<file path="config.mk">
export PLATFORM = sky130hd
export DESIGN_NAME = morse_char_keyer
export DESIGN_NICKNAME = d
export VERILOG_FILES = /design/src/sv/mck_pkg.sv /design/src/sv/mck_front.sv /design/src/sv/mck_queue.sv /design/src/sv/mck_back.sv /design/src/sv/morse_char_keyer.sv
export SDC_FILE = /design/constraint.sdc
export NUM_CORES = 1
export LEC_CHECK = 0
export ABC_AREA = 1
export BUFFER_PORTS_ARGS = -buffer_cell sky130_fd_sc_hd__buf_2
export CAP_MARGIN = 0
export CORE_MARGIN = 4
export CORE_UTILIZATION = 60
export DETAILED_ROUTE_END_ITERATION = 10
export MAX_ROUTING_LAYER = met4
export PLACE_DENSITY = 0.84
export SYNTH_ARGS = -nofsm -noshare
export SYNTH_HDL_FRONTEND = slang
export SYNTH_HIERARCHICAL = 1
export SYNTH_SLANG_ARGS = --single-unit
</file>
<file path="constraint.sdc">
create_clock -name clk -period 4.9 [get_ports clk]
set_clock_uncertainty 0.1 [all_clocks]
set_input_delay 0.735 -clock clk [delete_from_list [all_inputs] [get_ports clk]]
set_output_delay 0.735 -clock clk [all_outputs]
set_load 0.01 [all_outputs]
</file>
<file path="src/sv/mck_pkg.sv">
// mck_pkg: shared types, constants and the Morse code table for morse_char_keyer.
// Used by mck_front, mck_queue, mck_back and the top level; depends on nothing.
package mck_pkg;

	localparam int CHAR_W  = 8;
	localparam int TICK_W  = 16;
	localparam int DUR_W   = 18;
	localparam int LEN_W   = 3;
	localparam int BITS_W  = 5;
	localparam int IDX_W   = 6;
	localparam int NCODES  = 36;
	localparam int Q_DEPTH = 2;
	localparam int Q_AW    = $clog2(Q_DEPTH);
	localparam int Q_CW    = $clog2(Q_DEPTH + 1);

	localparam logic [TICK_W-1:0] UNIT_TICKS_RST = 16'd330;

	localparam logic [CHAR_W-1:0] CH_SPACE   = 8'h20;
	localparam logic [CHAR_W-1:0] CH_DIG_LO  = 8'h30;
	localparam logic [CHAR_W-1:0] CH_DIG_HI  = 8'h39;
	localparam logic [CHAR_W-1:0] CH_UPR_LO  = 8'h41;
	localparam logic [CHAR_W-1:0] CH_UPR_HI  = 8'h5A;
	localparam logic [CHAR_W-1:0] CH_LWR_LO  = 8'h61;
	localparam logic [CHAR_W-1:0] CH_LWR_HI  = 8'h7A;
	localparam logic [IDX_W-1:0]  DIGIT_BASE = 6'd26;

	typedef enum logic [1:0] {
		K_BAD,
		K_SPACE,
		K_LETTER
	} kind_t;

	typedef enum logic [1:0] {
		U_ZERO,
		U_ONE,
		U_THREE,
		U_FOUR
	} units_t;

	typedef enum logic [1:0] {
		ST_IDLE,
		ST_SINGLE,
		ST_MARK,
		ST_SPACE
	} state_t;

	// len symbols, bit len-1 is the first one; 1 = dah
	typedef struct packed {
		logic [LEN_W-1:0]  len;
		logic [BITS_W-1:0] bits;
	} code_t;

	typedef struct packed {
		kind_t kind;
		code_t code;
	} cmd_t;

	// A..Z then 0..9
	localparam code_t CODE_TABLE [NCODES] = '{
		'{3'd2, 5'd1},  '{3'd4, 5'd8},  '{3'd4, 5'd10}, '{3'd3, 5'd4},
		'{3'd1, 5'd0},  '{3'd4, 5'd2},  '{3'd3, 5'd6},  '{3'd4, 5'd0},
		'{3'd2, 5'd0},  '{3'd4, 5'd7},  '{3'd3, 5'd5},  '{3'd4, 5'd4},
		'{3'd2, 5'd3},  '{3'd2, 5'd2},  '{3'd3, 5'd7},  '{3'd4, 5'd6},
		'{3'd4, 5'd13}, '{3'd3, 5'd2},  '{3'd3, 5'd0},  '{3'd1, 5'd1},
		'{3'd3, 5'd1},  '{3'd4, 5'd1},  '{3'd3, 5'd3},  '{3'd4, 5'd9},
		'{3'd4, 5'd11}, '{3'd4, 5'd12},
		'{3'd5, 5'd31}, '{3'd5, 5'd15}, '{3'd5, 5'd7},  '{3'd5, 5'd3},
		'{3'd5, 5'd1},  '{3'd5, 5'd0},  '{3'd5, 5'd16}, '{3'd5, 5'd24},
		'{3'd5, 5'd28}, '{3'd5, 5'd30}
	};

	function automatic logic [DUR_W-1:0] mck_duration(units_t u, logic [TICK_W-1:0] t);
		logic [DUR_W-1:0] e;
		logic [DUR_W-1:0] r;
		e = {{(DUR_W-TICK_W){1'b0}}, t};
		unique case (u)
			U_ZERO:  r = '0;
			U_ONE:   r = e;
			U_THREE: r = e + (e << 1);
			U_FOUR:  r = e << 2;
			default: r = '0;
		endcase
		return r;
	endfunction

endpackage

</file>
<file path="src/sv/mck_front.sv">
// mck_front: accepts characters and classifies them into keying commands.
// Depends on mck_pkg; pushes into mck_queue.
module mck_front (
	input  logic                      in_valid,
	output logic                      in_stall,
	input  logic [mck_pkg::CHAR_W-1:0] char_code,
	input  logic                      q_full,
	output logic                      push,
	output mck_pkg::cmd_t             push_cmd
);
	import mck_pkg::*;

	logic             is_digit;
	logic             is_alpha;
	logic [IDX_W-1:0] idx;

	assign in_stall = q_full;
	assign push     = in_valid && !q_full;

	assign is_digit = (char_code >= CH_DIG_LO) && (char_code <= CH_DIG_HI);
	assign is_alpha = ((char_code >= CH_UPR_LO) && (char_code <= CH_UPR_HI)) ||
	                  ((char_code >= CH_LWR_LO) && (char_code <= CH_LWR_HI));

	always_comb begin
		if (is_digit) begin
			idx = IDX_W'(char_code - CH_DIG_LO) + DIGIT_BASE;
		end else begin
			idx = {1'b0, char_code[4:0] - 5'd1};
		end
	end

	always_comb begin
		push_cmd.code = '0;
		if (char_code == CH_SPACE) begin
			push_cmd.kind = K_SPACE;
		end else if (is_digit || is_alpha) begin
			push_cmd.kind = K_LETTER;
			push_cmd.code = CODE_TABLE[idx];
		end else begin
			push_cmd.kind = K_BAD;
		end
	end

endmodule

</file>
<file path="src/sv/mck_queue.sv">
// mck_queue: short command queue between the front and the back of the keyer.
// Depends on mck_pkg.
module mck_queue (
	input  logic          clk,
	input  logic          arst_n,
	input  logic          push,
	input  mck_pkg::cmd_t push_cmd,
	input  logic          pop,
	output mck_pkg::cmd_t pop_cmd,
	output logic          full,
	output logic          empty
);
	import mck_pkg::*;

	cmd_t            mem_q [Q_DEPTH];
	logic [Q_AW-1:0] wr_q;
	logic [Q_AW-1:0] rd_q;
	logic [Q_CW-1:0] cnt_q;

	assign full    = (cnt_q == Q_CW'(Q_DEPTH));
	assign empty   = (cnt_q == '0);
	assign pop_cmd = mem_q[rd_q];

	always_ff @(posedge clk) begin
		if (push) begin
			mem_q[wr_q] <= push_cmd;
		end
	end

	always_ff @(posedge clk or negedge arst_n) begin
		if (!arst_n) begin
			wr_q  <= '0;
			rd_q  <= '0;
			cnt_q <= '0;
		end else begin
			if (push) begin
				wr_q <= (wr_q == Q_AW'(Q_DEPTH-1)) ? '0 : wr_q + 1'b1;
			end
			if (pop) begin
				rd_q <= (rd_q == Q_AW'(Q_DEPTH-1)) ? '0 : rd_q + 1'b1;
			end
			if (push && !pop) begin
				cnt_q <= cnt_q + 1'b1;
			end else if (pop && !push) begin
				cnt_q <= cnt_q - 1'b1;
			end
		end
	end

	a_no_overflow: assert property (@(posedge clk) disable iff (!arst_n)
		!(push && full))
		else $error("queue push while full");

	a_no_underflow: assert property (@(posedge clk) disable iff (!arst_n)
		!(pop && empty))
		else $error("queue pop while empty");

endmodule

</file>
<file path="src/sv/mck_back.sv">
// mck_back: segment sequencer; turns queued commands into timed key segments.
// Depends on mck_pkg; fed by mck_queue.
module mck_back (
	input  logic                       clk,
	input  logic                       arst_n,
	input  logic [mck_pkg::TICK_W-1:0] unit_ticks,
	input  logic                       q_empty,
	input  mck_pkg::cmd_t              q_cmd,
	output logic                       pop,
	output logic                       out_valid,
	input  logic                       out_stall,
	output logic                       key_on,
	output logic [mck_pkg::DUR_W-1:0]  duration_ticks,
	output logic                       bad_char,
	output logic                       last
);
	import mck_pkg::*;

	state_t            state_q, state_d;
	kind_t             kind_q;
	logic [BITS_W-1:0] bits_q;
	logic [LEN_W-1:0]  sym_q;
	logic              load;

	logic              seg_key;
	units_t            seg_units;
	logic              seg_bad;
	logic              seg_last;

	logic              out_valid_q;
	logic              key_on_q;
	logic [DUR_W-1:0]  dur_q;
	logic              bad_q;
	logic              last_q;

	assign load = (state_q != ST_IDLE) && (!out_valid_q || !out_stall);
	assign pop  = (state_q == ST_IDLE) && !q_empty;

	always_comb begin
		state_d   = state_q;
		seg_key   = 1'b0;
		seg_units = U_ZERO;
		seg_bad   = 1'b0;
		seg_last  = 1'b0;
		unique case (state_q)
			ST_IDLE: begin
				if (pop) begin
					state_d = (q_cmd.kind == K_LETTER) ? ST_MARK : ST_SINGLE;
				end
			end
			ST_SINGLE: begin
				seg_units = (kind_q == K_BAD) ? U_ZERO : U_FOUR;
				seg_bad   = (kind_q == K_BAD);
				seg_last  = 1'b1;
				if (load) begin
					state_d = ST_IDLE;
				end
			end
			ST_MARK: begin
				seg_key   = 1'b1;
				seg_units = bits_q[sym_q] ? U_THREE : U_ONE;
				if (load) begin
					state_d = ST_SPACE;
				end
			end
			ST_SPACE: begin
				seg_units = (sym_q == '0) ? U_THREE : U_ONE;
				seg_last  = (sym_q == '0);
				if (load) begin
					state_d = (sym_q == '0) ? ST_IDLE : ST_MARK;
				end
			end
			default: begin
				state_d = ST_IDLE;
			end
		endcase
	end

	always_ff @(posedge clk or negedge arst_n) begin
		if (!arst_n) begin
			state_q <= ST_IDLE;
		end else begin
			state_q <= state_d;
		end
	end

	always_ff @(posedge clk) begin
		if (pop) begin
			kind_q <= q_cmd.kind;
			bits_q <= q_cmd.code.bits;
			sym_q  <= q_cmd.code.len - 1'b1;
		end else if (load && (state_q == ST_SPACE) && (sym_q != '0)) begin
			sym_q <= sym_q - 1'b1;
		end
	end

	always_ff @(posedge clk or negedge arst_n) begin
		if (!arst_n) begin
			out_valid_q <= 1'b0;
		end else if (load) begin
			out_valid_q <= 1'b1;
		end else if (!out_stall) begin
			out_valid_q <= 1'b0;
		end
	end

	always_ff @(posedge clk) begin
		if (load) begin
			key_on_q <= seg_key;
			dur_q    <= mck_duration(seg_units, unit_ticks);
			bad_q    <= seg_bad;
			last_q   <= seg_last;
		end
	end

	assign out_valid      = out_valid_q;
	assign key_on         = key_on_q;
	assign duration_ticks = dur_q;
	assign bad_char       = bad_q;
	assign last           = last_q;

	a_sym_range: assert property (@(posedge clk) disable iff (!arst_n)
		(state_q == ST_MARK || state_q == ST_SPACE) |-> (sym_q <= 3'd4))
		else $error("symbol index out of range");

	a_mark_then_gap: assert property (@(posedge clk) disable iff (!arst_n)
		(load && state_q == ST_MARK) |=> (state_q == ST_SPACE && key_on_q && !last_q))
		else $error("key-down segment not followed by gap");

	a_letter_end: assert property (@(posedge clk) disable iff (!arst_n)
		(load && state_q == ST_SPACE && sym_q == '0) |=> (state_q == ST_IDLE && last_q))
		else $error("letter did not end with last segment");

	a_single_end: assert property (@(posedge clk) disable iff (!arst_n)
		(load && state_q == ST_SINGLE) |=> (state_q == ST_IDLE && last_q && !key_on_q))
		else $error("single segment item not closed");

endmodule

</file>
<file path="src/sv/morse_char_keyer.sv">
// morse_char_keyer: top level; ties the front, the command queue and the sequencer.
// Depends on mck_pkg, mck_front, mck_queue and mck_back.
//
// Takes one ASCII character per item and gives a run of key segments (level and
// length in ticks). A letter or digit of n symbols gives 2n segments, one per
// cycle while out_stall does not hold them back, after the sequencer has fetched
// the command from the queue; a space or an unknown character gives one segment,
// the latter flagged bad_char with zero length. The sequencer emitting one segment
// per cycle, when the output is not stalled, sets the rate; a two-entry command
// queue lets new characters be taken while earlier ones are still being keyed.
// unit_ticks resets to 330 and should be written only while the keyer is idle.
module morse_char_keyer (
	input  logic                       clk,
	input  logic                       arst_n,
	input  logic                       cfg_valid,
	output logic                       cfg_ready,
	input  logic [mck_pkg::TICK_W-1:0] unit_ticks,
	input  logic                       in_valid,
	output logic                       in_stall,
	input  logic [mck_pkg::CHAR_W-1:0] char_code,
	output logic                       out_valid,
	input  logic                       out_stall,
	output logic                       key_on,
	output logic [mck_pkg::DUR_W-1:0]  duration_ticks,
	output logic                       bad_char,
	output logic                       last
);
	import mck_pkg::*;

	logic [TICK_W-1:0] unit_ticks_q;
	logic              push;
	cmd_t              push_cmd;
	logic              pop;
	cmd_t              pop_cmd;
	logic              q_full;
	logic              q_empty;

	assign cfg_ready = 1'b1;

	always_ff @(posedge clk or negedge arst_n) begin
		if (!arst_n) begin
			unit_ticks_q <= UNIT_TICKS_RST;
		end else if (cfg_valid && cfg_ready) begin
			unit_ticks_q <= unit_ticks;
		end
	end

	mck_front u_front (
		.in_valid  (in_valid),
		.in_stall  (in_stall),
		.char_code (char_code),
		.q_full    (q_full),
		.push      (push),
		.push_cmd  (push_cmd)
	);

	mck_queue u_queue (
		.clk      (clk),
		.arst_n   (arst_n),
		.push     (push),
		.push_cmd (push_cmd),
		.pop      (pop),
		.pop_cmd  (pop_cmd),
		.full     (q_full),
		.empty    (q_empty)
	);

	mck_back u_back (
		.clk            (clk),
		.arst_n         (arst_n),
		.unit_ticks     (unit_ticks_q),
		.q_empty        (q_empty),
		.q_cmd          (pop_cmd),
		.pop            (pop),
		.out_valid      (out_valid),
		.out_stall      (out_stall),
		.key_on         (key_on),
		.duration_ticks (duration_ticks),
		.bad_char       (bad_char),
		.last           (last)
	);

endmodule

</file>
==> key figures <==
Clock tree
  • Clock slew at reported path FFs: approximately 0.08 ns
  • CTS max path bufs: 2
  • CTS tree: done
  • Clock sinks: between 70 and 80
  • CTS Hold Buffers Added: 0
  • CTS HTree Levels: 3
  • Post_cts resized: 0
  • Post-CTS Setup Bufs: 0
  • Root Buffer: clkbuf_8
  • Inserted Clock Buffers: 9
  • Worst skew pair latency: approximately 0.35 ns

STA
  • Fin Hold WS: between 0.2 and 0.3 ns
  • Final hold violation count: 0
  • Final worst path period need: around 3.0 ns
  • TNS Setup: 0 ns
  • Max-Slew Margin vs Limit: between 40% and 50%
  • RSZ-0062 raised after global routing: false
  • Measured slew at the worst slew-check pin: slightly below 0.9 ns
  • Endpoints failing setup: 0
  • Max Clk Rate: between 0.3 and 0.4 GHz
  • Final Max Slew Viols: 0
  • Period utilization: between 60 and 70%

Floorplanning
  • Die Wd: approximately 100 um
  • DIE AREA: approximately 10000 sq um
  • Die H: 100.9 um
  • Boundary pin count: 53
  • CORE AREA: 8299 sq um
  • Placement Rows: 33
  • Starting Density: slightly above 60%

Yosys
  • Post-synth EDFFs: 51
  • Syn Inst Count: 650
  • Net Count, Synth: around 700
  • Most common cell in the netlist: nand2_1
  • Cell area after synthesis: 5177 sq um
  • Top cells by area, synth: edfxtp_1, nand2_1, dfrtp_1
  • Post-synth top cells: nand2_1, inv_1, nand3_1
  • Yosys cell types: 45
  • Top-area cell type share of the netlist area: between 20 and 30%
  • Share of flip-flops with an asynchronous set or reset: between 30% and 40%
  • Synth warn: 6
  • Yosys reg bits: 74
  • Post-Syn Area per Cell: 7.965 sq um
  • Top FF cell, synth: edfxtp_1
  • Sequential area share after synthesis: between 40% and 50%
  • Area leader, netlist: edfxtp_1

Setup path
  • Worst reg-to-reg path cell count: 11
  • Crit Path Category: in -> reg
  • Crit path required time: between 4 and 5 ns
  • Reg-to-reg startpoint: unit_ticks_q[1]
  • R2r setup slk: 2.40 ns
  • Startpoint types: input port
  • Capturing point of the worst reg2reg path: u_back/duration_ticks[13]
  • Crit-path max FO: 8
  • CP arrival: 2.97 ns
  • Crit end category: flop

Place
  • HPWL Detailed: between 8 and 9 mm
  • Placed cell count: approximately 800
  • Final GP Congestion: approximately 0.95
  • PortBufs: 51

Layout
  • Area delta synth->final: 9.328%
  • Fillers: 672
  • Post-Layout Cell Count: slightly above 800
  • Ant diodes: 0
  • Final Net Count: around 760
  • Util after Layout: 68.20%
  • Layout cells sized above 1: around 17%
  • Storage element area: 2112 sq um
  • Footprint of the multi-input gates: around 2600 sq um

Drt
  • Drt initial violations: ~330
  • Via Count: around 4300
  • Final ANT Viol Nets: 0
  • Drt drc: 0
  • Post-DR wirelength/cell: between 10 and 15 um
  • Final wirelength: between 10 and 15 mm
  • Routed vias/inst: approximately 5.4
  • Pre-Repair DR Iteration Count: 4

GRT
  • Largest net degree at the start of global routing: 24
  • Initial antenna violation count: 0
  • Remaining Overflow, GRT: 0
  • Vias in the first global route: 4191
  • First-pass GRT wire length: between 15 and 20 mm
  • GRT Resource Usage Total: about a quarter

Pwr
  • Switching share of power: between 30% and 40%
  • Pwr Density: 473.7 nW/um^2
  • Net Sw Power: around 0.0010 W
  • Combinational share of power: between 40% and 50%
  • Leak: approximately 3 nW
  • Worst vdd ir: roughly 0.22 mV
  • Sequential share of power: 40.5%
  • Pint: ~0.0017 W
  • Clk network pwr share: 19.5%

Outcome
  • Status: complete, no violations

Min path
  • Worst Hold Class: in -> async

Flow run
  • Max-cap viol count: 0
==> stage by stage <==
stage	power [W]	setup WS [ns]	instance area (sq um)
final	0.002681	1.919	5660
after global routing	0.002870	1.701	5660
after CTS	0.002694	1.937	5660
after detailed placement	0.002168	1.571	5441
after global placement	0.002120	1.724	5441
after floorplan	0.001907	2.016	5177
==> registers in the layout (all words and copies together) (netlist names) <==
register,cells
u_back/bad_char,1
u_back/bits_q,5
u_back/duration_ticks,18
u_back/key_on,1
u_back/kind_q,2
u_back/last,1
u_back/out_valid,1
u_back/state_q,2
u_back/sym_q,3
u_queue/cnt_q,2
u_queue/mem_q,20
u_queue/rd_q,1
u_queue/wr_q,1
unit_ticks_q,16
==> critical path, cell delays in order <==
cell and delay, ns:
buf_2 0.12, inv_1 0.18, ha_1 0.28, nand2_2 0.09, nand3_4 0.10, nand2_4 0.11
o21ai_2 0.28, inv_1 0.19, ha_1 0.36, inv_1 0.07, nand3_1 0.08, nand2_1 0.05
nor2_1 0.10, nand2_1 0.06, nor2_1 0.09, nor2_1 0.07
==> cell families (layout without fill, tap and decap cells) <==
family,Yosys count,in the layout,synth area share [%]
and+or+nand+nor,377,377,32.33
xor gates and xnor gates,11,11,1.861
AOI/OAI and AO/OA,40,40,4.688
DFF,74,74,40.79
muxes,10,10,2.827
buffers and inverters,104,160,9.304
adders and majority gates,33,33,8.120
other,1,1,0.07243
==> final cells by class <==
type	count	share of cell area (%)
inverter	93	6.344
clock buffer	11	2.498
sequential	74	37.31
timing repair buffer	51	4.509
tap	105	2.321
multi-input combinational	472	45.65
clock inverter	5	1.370
==> per-layer routing <==
layer / GRT usage (%) / vias up / wire length [um]
li1: - / 2172 / -
met1: 31.43 / 2002 / 4975
met2: 38.18 / 157 / 5328
met3: 2.768 / 11 / 697
met4: 8.589 / 0 / 146
met5: - / - / 0
==> power by group through the flow <==
| stage | sequential (W) | combinational (W) | clock [W] |
|---|---|---|---|
| after floorplan | 0.00111 | 0.000797 | 0 |
| after global placement | 0.00109 | 0.00103 | 0 |
| after detailed placement | 0.00110 | 0.00107 | 0 |
| after CTS | 0.00109 | 0.00107 | 0.000532 |
| after global routing | 0.00111 | 0.00121 | 0.000553 |
| final | 0.00108 | 0.00107 | 0.000521 |
==> worst max path at each step <==
stage	start	slack [ns]	end
4_1_cts	char_code[1]	1.94	u_queue/mem_q[1][1]
5_1_grt	char_code[1]	1.70	u_queue/mem_q[0][1]
6_report	char_code[1]	1.92	u_queue/mem_q[1][1]
3_3_place_gp	char_code[1]	1.72	u_queue/mem_q[0][1]
2_1_floorplan	char_code[1]	2.02	u_queue/mem_q[0][1]
3_5_place_dp	char_code[1]	1.57	u_queue/mem_q[0][1]
==> cells in the final DEF, fill, tap and decap left out, types with 7 or more instances in the layout <==
cell type    n
a21oi_1     14
buf_2       51
clkbuf_8    10
dfrtp_1     19
edfxtp_1    51
ha_1        32
inv_1       88
mux2_4       9
nand2_1    232
nand2_2     21
nand2_4      7
nand3_1     63
nor2_1      37
o21ai_0      9
xor2_1       7
Note: power is estimated with default switching activity, not from simulation.
